[config.mk]
export PLATFORM = sky130hd
export DESIGN_NAME = can_command_segmenter_top
export DESIGN_NICKNAME = d
export VERILOG_FILES = /design/src/hw/rtl/ccs_pkg.sv /design/src/hw/rtl/can_command_segmenter_top.sv /design/src/hw/rtl/ccs_in_reg.sv /design/src/hw/rtl/ccs_packer.sv /design/src/hw/rtl/ccs_out_reg.sv
export SDC_FILE = /design/constraint.sdc
export NUM_CORES = 1
export LEC_CHECK = 0
export BUFFER_PORTS_ARGS = -buffer_cell sky130_fd_sc_hd__buf_2
export CAP_MARGIN = 10
export CORE_ASPECT_RATIO = 1.25
export CORE_MARGIN = 5
export CORE_UTILIZATION = 61
export DETAILED_ROUTE_END_ITERATION = 12
export PLACE_DENSITY_LB_ADDON = 0.15
export SLEW_MARGIN = 20
export SYNTH_ARGS = -nofsm -noshare
export SYNTH_HDL_FRONTEND = slang
export SYNTH_HIERARCHICAL = 1
export SYNTH_SLANG_ARGS = --single-unit
[constraint.sdc]
create_clock -name clk -period 6.23 [get_ports clk]
set_input_delay 0.9345 -clock clk [delete_from_list [all_inputs] [get_ports clk]]
set_output_delay 0.9345 -clock clk [all_outputs]
set_load 0.1 [all_outputs]
[src/hw/rtl/ccs_pkg.sv]
package ccs_pkg;

  localparam int FrameBytes = 7;

  localparam logic [1:0] HDR_ADDR    = 2'd0;
  localparam logic [1:0] HDR_FUNC    = 2'd1;
  localparam logic [1:0] HDR_PAYLOAD = 2'd2;

  typedef struct packed {
    logic [7:0] cmd_byte;
    logic       last_byte;
  } in_beat_t;

  typedef struct packed {
    logic [15:0] ext_id;
    logic [3:0]  dlc;
    logic [7:0]  data0;
    logic [7:0]  data1;
    logic [7:0]  data2;
    logic [7:0]  data3;
    logic [7:0]  data4;
    logic [7:0]  data5;
    logic [7:0]  data6;
    logic [7:0]  data7;
    logic        final_frame;
  } out_beat_t;

endpackage

[src/hw/rtl/can_command_segmenter_top.sv]
// CAN command segmenter.
// Input channel (in_valid/in_ready/in_beat): one command byte per beat,
// address first, then function code, then payload; last_byte marks the end.
// Output channel (out_valid/out_ready/out_beat): one CAN extended frame per
// beat, ext_id = {address, packet number}, data0 = function code, up to seven
// payload bytes with unused bytes zero, dlc = payload count + 1.
// A frame leaves once seven payload bytes are held, or on the last byte of a
// command with payload. Commands without payload produce no frame.
// Throughput: one input beat per cycle while the frame register is free,
// set by the single-pass packer between the input and frame registers.
// The completing beat passes the input register, then the frame register.
// Reset clears both valid flags and the packer state; the next beat is
// taken as an address. When out_ready is low with a frame waiting, the
// frame register holds, the input register keeps at most one beat, and once
// it holds one, in_ready stays low until the waiting frame leaves.
module can_command_segmenter_top (
  input  logic               clk,
  input  logic               rst,
  input  logic               in_valid,
  output logic               in_ready,
  input  ccs_pkg::in_beat_t  in_beat,
  output logic               out_valid,
  input  logic               out_ready,
  output ccs_pkg::out_beat_t out_beat
);

  logic               held_valid;
  ccs_pkg::in_beat_t  held_beat;
  logic               take;
  logic               push;
  logic               can_push;
  ccs_pkg::out_beat_t frame;

  ccs_in_reg u_in_reg (
    .clk        (clk),
    .rst        (rst),
    .in_valid   (in_valid),
    .in_ready   (in_ready),
    .in_beat    (in_beat),
    .take       (take),
    .held_valid (held_valid),
    .held_beat  (held_beat)
  );

  ccs_packer u_packer (
    .clk        (clk),
    .rst        (rst),
    .held_valid (held_valid),
    .held_beat  (held_beat),
    .can_push   (can_push),
    .take       (take),
    .push       (push),
    .frame      (frame)
  );

  ccs_out_reg u_out_reg (
    .clk       (clk),
    .rst       (rst),
    .push      (push),
    .frame     (frame),
    .can_push  (can_push),
    .out_valid (out_valid),
    .out_ready (out_ready),
    .out_beat  (out_beat)
  );

endmodule

[src/hw/rtl/ccs_in_reg.sv]
module ccs_in_reg (
  input  logic              clk,
  input  logic              rst,
  input  logic              in_valid,
  output logic              in_ready,
  input  ccs_pkg::in_beat_t in_beat,
  input  logic              take,
  output logic              held_valid,
  output ccs_pkg::in_beat_t held_beat
);

  assign in_ready = !held_valid || take;

  always_ff @(posedge clk) begin
    if (rst) begin
      held_valid <= 1'b0;
    end else if (in_valid && in_ready) begin
      held_valid <= 1'b1;
    end else if (take) begin
      held_valid <= 1'b0;
    end
  end

  always_ff @(posedge clk) begin
    if (in_valid && in_ready) begin
      held_beat <= in_beat;
    end
  end

endmodule

[src/hw/rtl/ccs_packer.sv]
module ccs_packer (
  input  logic               clk,
  input  logic               rst,
  input  logic               held_valid,
  input  ccs_pkg::in_beat_t  held_beat,
  input  logic               can_push,
  output logic               take,
  output logic               push,
  output ccs_pkg::out_beat_t frame
);

  logic [1:0]      header_position;
  logic [7:0]      device_address;
  logic [7:0]      function_code;
  logic [6:0][7:0] payload_hold;
  logic [2:0]      fill_count;
  logic [7:0]      packet_number;

  logic            in_payload;
  logic [2:0]      count_next;
  logic [6:0][7:0] hold_next;
  logic            emit;

  assign in_payload = header_position[1];
  assign count_next = fill_count + 3'd1;
  assign take       = held_valid && can_push;

  always_comb begin
    hold_next = payload_hold;
    for (int i = 0; i < ccs_pkg::FrameBytes; i++) begin
      if (3'(i) == fill_count) begin
        hold_next[i] = held_beat.cmd_byte;
      end
    end
  end

  assign emit = in_payload &&
                (count_next == 3'(ccs_pkg::FrameBytes) || held_beat.last_byte);
  assign push = take && emit;

  always_comb begin
    frame.ext_id      = {device_address, packet_number};
    frame.dlc         = {1'b0, count_next} + 4'd1;
    frame.data0       = function_code;
    frame.data1       = hold_next[0];
    frame.data2       = hold_next[1];
    frame.data3       = hold_next[2];
    frame.data4       = hold_next[3];
    frame.data5       = hold_next[4];
    frame.data6       = hold_next[5];
    frame.data7       = hold_next[6];
    frame.final_frame = held_beat.last_byte;
  end

  always_ff @(posedge clk) begin
    if (rst) begin
      header_position <= ccs_pkg::HDR_ADDR;
      device_address  <= 8'd0;
      function_code   <= 8'd0;
      payload_hold    <= '0;
      fill_count      <= 3'd0;
      packet_number   <= 8'd0;
    end else if (take) begin
      if (held_beat.last_byte) begin
        // drop everything for the next command
        header_position <= ccs_pkg::HDR_ADDR;
        device_address  <= 8'd0;
        function_code   <= 8'd0;
        payload_hold    <= '0;
        fill_count      <= 3'd0;
        packet_number   <= 8'd0;
      end else if (header_position == ccs_pkg::HDR_ADDR) begin
        device_address  <= held_beat.cmd_byte;
        header_position <= ccs_pkg::HDR_FUNC;
      end else if (header_position == ccs_pkg::HDR_FUNC) begin
        function_code   <= held_beat.cmd_byte;
        header_position <= ccs_pkg::HDR_PAYLOAD;
      end else if (emit) begin
        payload_hold  <= '0;
        fill_count    <= 3'd0;
        packet_number <= packet_number + 8'd1;
      end else begin
        payload_hold <= hold_next;
        fill_count   <= count_next;
      end
    end
  end

endmodule

[src/hw/rtl/ccs_out_reg.sv]
module ccs_out_reg (
  input  logic               clk,
  input  logic               rst,
  input  logic               push,
  input  ccs_pkg::out_beat_t frame,
  output logic               can_push,
  output logic               out_valid,
  input  logic               out_ready,
  output ccs_pkg::out_beat_t out_beat
);

  assign can_push = !out_valid || out_ready;

  always_ff @(posedge clk) begin
    if (rst) begin
      out_valid <= 1'b0;
    end else if (can_push) begin
      out_valid <= push;
    end
  end

  always_ff @(posedge clk) begin
    if (can_push && push) begin
      out_beat <= frame;
    end
  end

endmodule
# Word level (Yosys, flattened, before mapping)
# Index checks and enable logic that the tools add are counted.
[word_totals] elab_cells=91 latch_bits=0 rom_bits=0 n_memories=0 ff_bits=181 ram_bits=0 output_inout_bits=87 inputBits=13
[classes] n_mul=0 n_lt_le_gt_ge=0 div=0 shifts=0 n_eq_ne=10 reduce_logical=22 addsub=3 n_mux=29 bitwise_logic=0
[op_table] cell="56-bit 2-to-1 mux" count=4
[op_table] cell="8-bit 2-to-1 mux" count=16
[op_table] cell="3-bit 2-to-1 mux" count=4
[op_table] cell="3-bit == test (first input constant)" count=3
[op_table] cell="8-bit by 1-bit adder with 8-bit output (second input constant)" count=1
[op_table] cell="2-bit nonzero test" count=4
[op_table] cell="2-bit by 3-bit == test with 1-bit output (first input constant)" count=2
[op_table] cell="2-bit 2-to-1 mux" count=3
[op_table] cell="3-bit AND reduction" count=2
[op_table] cell="1-bit logical AND" count=5
[op_table] cell="3-bit by 1-bit adder with 4-bit output (second input constant)" count=1
[op_table] cell="2-bit inequality test (second input constant)" count=2
[op_table] cell="2-bit AND reduction" count=2
[op_table] cell="4-bit AND reduction" count=1
[op_table] cell="3-bit by 1-bit adder with 3-bit output (second input constant)" count=1
[op_table] cell="1-bit by 3-bit == test with 1-bit output (first input constant)" count=1
[op_table] cell="3-bit == test (second input constant)" count=1
[op_table] cell="3-bit zero test" count=1
[op_table] cell="1-bit logical OR" count=3
[op_table] cell="3-bit nonzero test" count=1
[op_table] cell="2-bit by 1-bit == test with 1-bit output (second input constant)" count=1
[op_table] cell="1-bit zero test" count=2
[op_table] cell="2-bit zero test" count=1
[op_table] cell="1-bit 2-to-1 mux" count=2

# Depth between registers and ports, before layout
[depth] depth_word=8 mapped_depth=11 ltp_nobuf=8

# Modules after synthesis
# Netlist, hierarchy kept.
[modules_own_cells] mod="ccs_packer" seq_area_each_um2=1701.6 n_inst=1 area_per_inst_um2=4096.4 cells_each=446
[modules_own_cells] mod="ccs_out_reg" seq_area_each_um2=2572.5 n_inst=1 area_per_inst_um2=2607.5 cells_each=90
[modules_own_cells] mod="ccs_in_reg" seq_area_each_um2=290.3 n_inst=1 area_per_inst_um2=325.3 cells_each=14

# Worst setup path after synthesis
# OpenSTA, ideal clock, no wires.
[synth_timing] path_type="in2reg" startpoint="input out_ready" endpoint="register u_out_reg/out_beat[0] (netlist name)" arrival_time_ps=2337 n_path_buf=1 setup_slack_ps=3509 cell_stages=5 required_time_ps=5846 setup_ps=384 cell_sequence="nand2b_4 nand2_2 buf_1 nor2_1 and2_4"
[synth_via] elab_chain_len=4
[synth_lines] item="start: declaration" line_no="can_command_segmenter_top.sv:23" rtl="input logic out_ready,"
[synth_lines] item="1-bit logical OR" line_no="ccs_out_reg.sv:12" rtl="assign can_push = !out_valid || out_ready;"
[synth_lines] item="1-bit logical AND" line_no="ccs_packer.sv:26" rtl="assign take = held_valid && can_push;"
[synth_lines] item="1-bit logical AND" line_no="ccs_packer.sv:39" rtl="assign push = take && emit;"
[synth_lines] item="net push" line_no="can_command_segmenter_top.sv:30" rtl="logic push;"
[synth_lines] item="1-bit logical AND" line_no="ccs_out_reg.sv:23" rtl="if (can_push && push) begin"
# The timed path passes the listed nets, and every way through them passes these cells.
# A chain may end at the register's enable or synchronous reset.

# Worst setup path in the final report
[layout_timing] startpoint="input out_ready" endpoint="output in_ready"
[layout_via] elab_chain_len=3
[layout_lines] item="1-bit logical OR" line_no="ccs_out_reg.sv:12"
[layout_lines] item="net can_push" line_no="can_command_segmenter_top.sv:31" rtl="logic can_push;"
[layout_lines] item="1-bit logical AND" line_no="ccs_packer.sv:26"
[layout_lines] item="net take" line_no="can_command_segmenter_top.sv:29" rtl="logic take;"
[layout_lines] item="1-bit logical OR" line_no="ccs_in_reg.sv:12" rtl="assign in_ready = !held_valid || take;"
[layout_lines] item="end: declaration" line_no="can_command_segmenter_top.sv:20" rtl="output logic in_ready,"
# The timed path passes the listed nets, and every way through them passes these cells.

==> results list <==
- The flow ran to the end, and the final reports show no timing, DRC or antenna violations.
- Net count of the mapped netlist: 571
* Yosys top cell area share: 40.2%
* Mean Syn Cell Area: 12.8 um^2
- Net switching power: 503 uW
* Yosys Warn Count: 6
* Row count: 43
- Clock sink count: 181
- Port buffering added 99 buffers.
- At the worst endpoint, the required time is 5300 ps.
* Aggregate global-route resource usage: approximately 22%
- Portion of total power attributed to sequential cells: 53.7%
- Final hold vios: 0
* CTS tree: done
* Proportion of register bits with asynchronous set or reset after synthesis: 0%
* H-tree depth reported by CTS: 4
- Sequential-to-total area share from yosys stat: about two thirds
- Startpoint of the most critical setup path: out_ready
- Post-synthesis cell area: 7030 um^2
- Switching share of total power: 21.2%
* Number of antenna violations at the first check in global routing: 0
- Summed over all failing endpoints, the final setup total negative slack is 0 ps.
* Pre-antenna DRT Iters: 5
- Clock latency on the worst-skew pair, taken at its later pin, is 420 ps.
- Crit end category: output port
- The synthesized design contains 94 enable-type register cells.
- Drt total wl: approximately 14000 um
* Final ANT Viol Nets: 0
- The largest total area in the synthesized netlist belongs to edfxtp_1.
* #FFs+latches synth: 181
- After detailed routing, the average wire length per cell comes to 18.2 um.
- Post-cts hold buffer count: 0
* Layout overhead on the synthesized area: 15.9%
- Count of maximum capacitance violations: 0
- The worst-case IR drop observed on VDD is 0.192 mV.
- Highest fanout seen on the critical path: 15
* Max Clk Rate: around 300 MHz
- In this run the count of I/O pins placed on the die edge is 100.
- The die covers 13800 um^2.
- The tightest min-delay check is of the flop to flop type.
- Count of placed standard cells including taps: roughly 750
* Final setup violation count: 0
- For this block, the initial DRC count from the detailed router was 300.
* Clock buffer depth: 2
- Vertical extent of the die: 130 um
- Static Leak: 0.00307 uW
- Global-route wire length before repair: 23000 um
- Number of global-route vias before repair: 4433
- The most used flip-flop cell after synthesis is edfxtp_1.
- Distinct cells, synth: 43
- The critical path is of the input pin to output port type.
- Startpoint of the worst hold path: u_packer/function_code[1]
- Worst clock skew on the final layout: approximately 10 ps
- Final Slew Violations: 0
* Total global routing overflow: 0
* Worst-case setup margin in the final layout: 2850 ps
- Instance count of the mapped netlist: between 500 and 600
- For the pin with the worst max-slew slack, the measured transition is about 1100 ps.
- DP Wirelength: 8860 um
- Total of fill cells in the finished design: just under 800
- The floorplan step defined a core boundary enclosing about 11000 um^2.
- In this run the horizontal extent of the chip is 106 um.
* Overall via count from detail_route: 4542
- Cell internal power was estimated by the tool at 1870 uW.
- Place WS: 2880 ps
- Dominant cells by area after synthesis: edfxtp_1, dfxtp_1, mux2_2
- Remaining design rule violation count: 0
* Relative slew slack: between 20% and 30%
* Data arrival time of the critical path: 2450 ps
- Unrepaired setup endpoints after global routing: false
- In the routed layout, each cell is associated on average with a via count of 5.79.
* Largest net degree at the start of global routing: 86
- The post-route netlist has between 30% and 40% of its cells at a drive strength greater than 1.
* Minimum clock period after layout: 3380 ps
* Share of power burned in the clock network: approximately 44%
- Final hold analysis gives a worst-case slack of 437 ps.
- CP Launch Type: input pin
- Clock root buffer: clkbuf_16
- Share of total power in combinational logic: 2.7%
* Post-layout nets: 659
- Power density of the placed cells: 292 nW/um^2
- Counting the buffers created by CTS gives 17.
- Startpoint of the lowest-slack register-to-register path: u_packer/fill_count[2]
* Filler-free cell count of the finished design: 785
* Antenna cell count: 0
* Initial core utilization: between 60 and 70%
- Global placer's final weighted congestion: just over 0.8
* Final worst path period share: 54.3%
- Gates resized during post-CTS repair numbered 0.
- The number of setup buffers added after CTS is 0.
- After clock tree synthesis, the clock-pin slew on the worst setup and hold paths is 60 ps.
[flip-flops by register name (all words and copies together) (netlist names), 2 cells and up]
register,cells
u_in_reg/held_beat,9
u_out_reg/out_beat,85
u_packer/device_address,8
u_packer/fill_count,3
u_packer/function_code,8
u_packer/header_position,2
u_packer/packet_number,8
u_packer/payload_hold,56
[cell usage after synthesis (3+ instances only)]
cell type  count
edfxtp_1      94
dfxtp_1       87
mux2_2        57
a21oi_1       55
nand2_1       52
o21ai_1       49
nor2_1        22
a22o_1        16
clkbuf_1      16
a22oi_1       11
buf_2         11
inv_1          9
ha_1           8
a21oi_4        6
nand3_1        5
nor3_1         5
xnor2_1        5
nand2b_1       4
nor3_2         4
o21ai_0        3
[metal layers]
layer | wire, um | global-route usage [%] | up-vias | part of all wire (%)
li1 | - | - | 2173 | -
met1 | 6320 | 28.7 | 2220 | 44
met2 | 7130 | 34.7 | 131 | 50
met3 | 623 | 5.64 | 18 | 4.4
met4 | 237 | 7.47 | 0 | 1.7
met5 | 0 | 0 | - | 0
[worst max-delay path, cell delays in order]
cell	delay, ps
buf_2	100
nand2b_4	150
nand2_2	340
clkinv_1	370
nand2b_4	250
buf_2	290
[through the flow]
| stage | total power [uW] | utilization [%] | cell area (um^2) |
|---|---|---|---|
| after floorplan | 1350 | - | 7030 |
| after global placement | 1360 | 67.4 | 7540 |
| after detailed placement | 1370 | 67.4 | 7540 |
| after CTS | 2390 | 72.6 | 8120 |
| after global routing | 2450 | 72.8 | 8150 |
| final | 2380 | 72.8 | 8150 |
[power by group through the flow]
| stage | clock [uW] | sequential (uW) | combinational [uW] |
|---|---|---|---|
| floorplan | 0 | 1300 | 49.3 |
| global placement | 0 | 1300 | 62.1 |
| detailed placement | 0 | 1300 | 64.0 |
| CTS | 1050 | 1280 | 64.3 |
| global route | 1110 | 1280 | 69.7 |
| finish | 1030 | 1280 | 65.2 |
[worst paths after layout]
check / endpoint / slack, ps / cells past startpoint
hold / removal: u_out_reg/out_beat[58] / 440 / 0
hold reg to reg: u_out_reg/out_beat[58] / 440 / 0
setup / recovery: in_ready / 2850 / 6
setup reg to reg: u_packer/payload_hold[9] / 2870 / 8
[logic make-up after synthesis]
family                   Yosys count  share of synthesized area [%]
AO/OA/AOI/OAI                    146                           12.8
XOR/XNOR                           5                          0.623
adder cells (fa/ha/maj)            8                           1.42
buffers and inverters             43                           3.04
flip-flops                       181                           64.9
multiplexers                      58                           9.27
AND/OR/NAND/NOR                  109                           7.87
[layout make-up]
| class | instances | area, um^2 | area share (%) |
|---|---|---|---|
| clock inverter | 10 | 125 | 1.54 |
| clock buffer | 21 | 450 | 5.53 |
| multi-input combinational | 326 | 2260 | 27.8 |
| sequential | 181 | 4560 | 56.0 |
| timing repair buffer | 102 | 538 | 6.60 |
| inverter | 10 | 37.5 | 0.461 |
| tap | 135 | 169 | 2.07 |
[layout by cell type (no fill, tap or decap), drive strengths merged]
cell type / instances
nand4: 1
ha: 8
nand3: 5
a21o: 2
clkbuf: 21
a21oi: 63
and4: 1
inv: 11
nor3: 11
mux2i: 1
o21bai: 1
and2: 2
nor2: 25
edfxtp: 94
a22o: 16
clkinvlp: 4
clkinv: 3
o21ai: 52
bufinv: 2
or3b: 1
a22oi: 11
nor3b: 1
nand3b: 1
a31oi: 1
and3: 1
xnor2: 5
or4: 1
nand2b: 6
mux2: 57
nand2: 53
buf: 102
dfxtp: 87
Note: power is estimated with default switching activity, not from simulation.
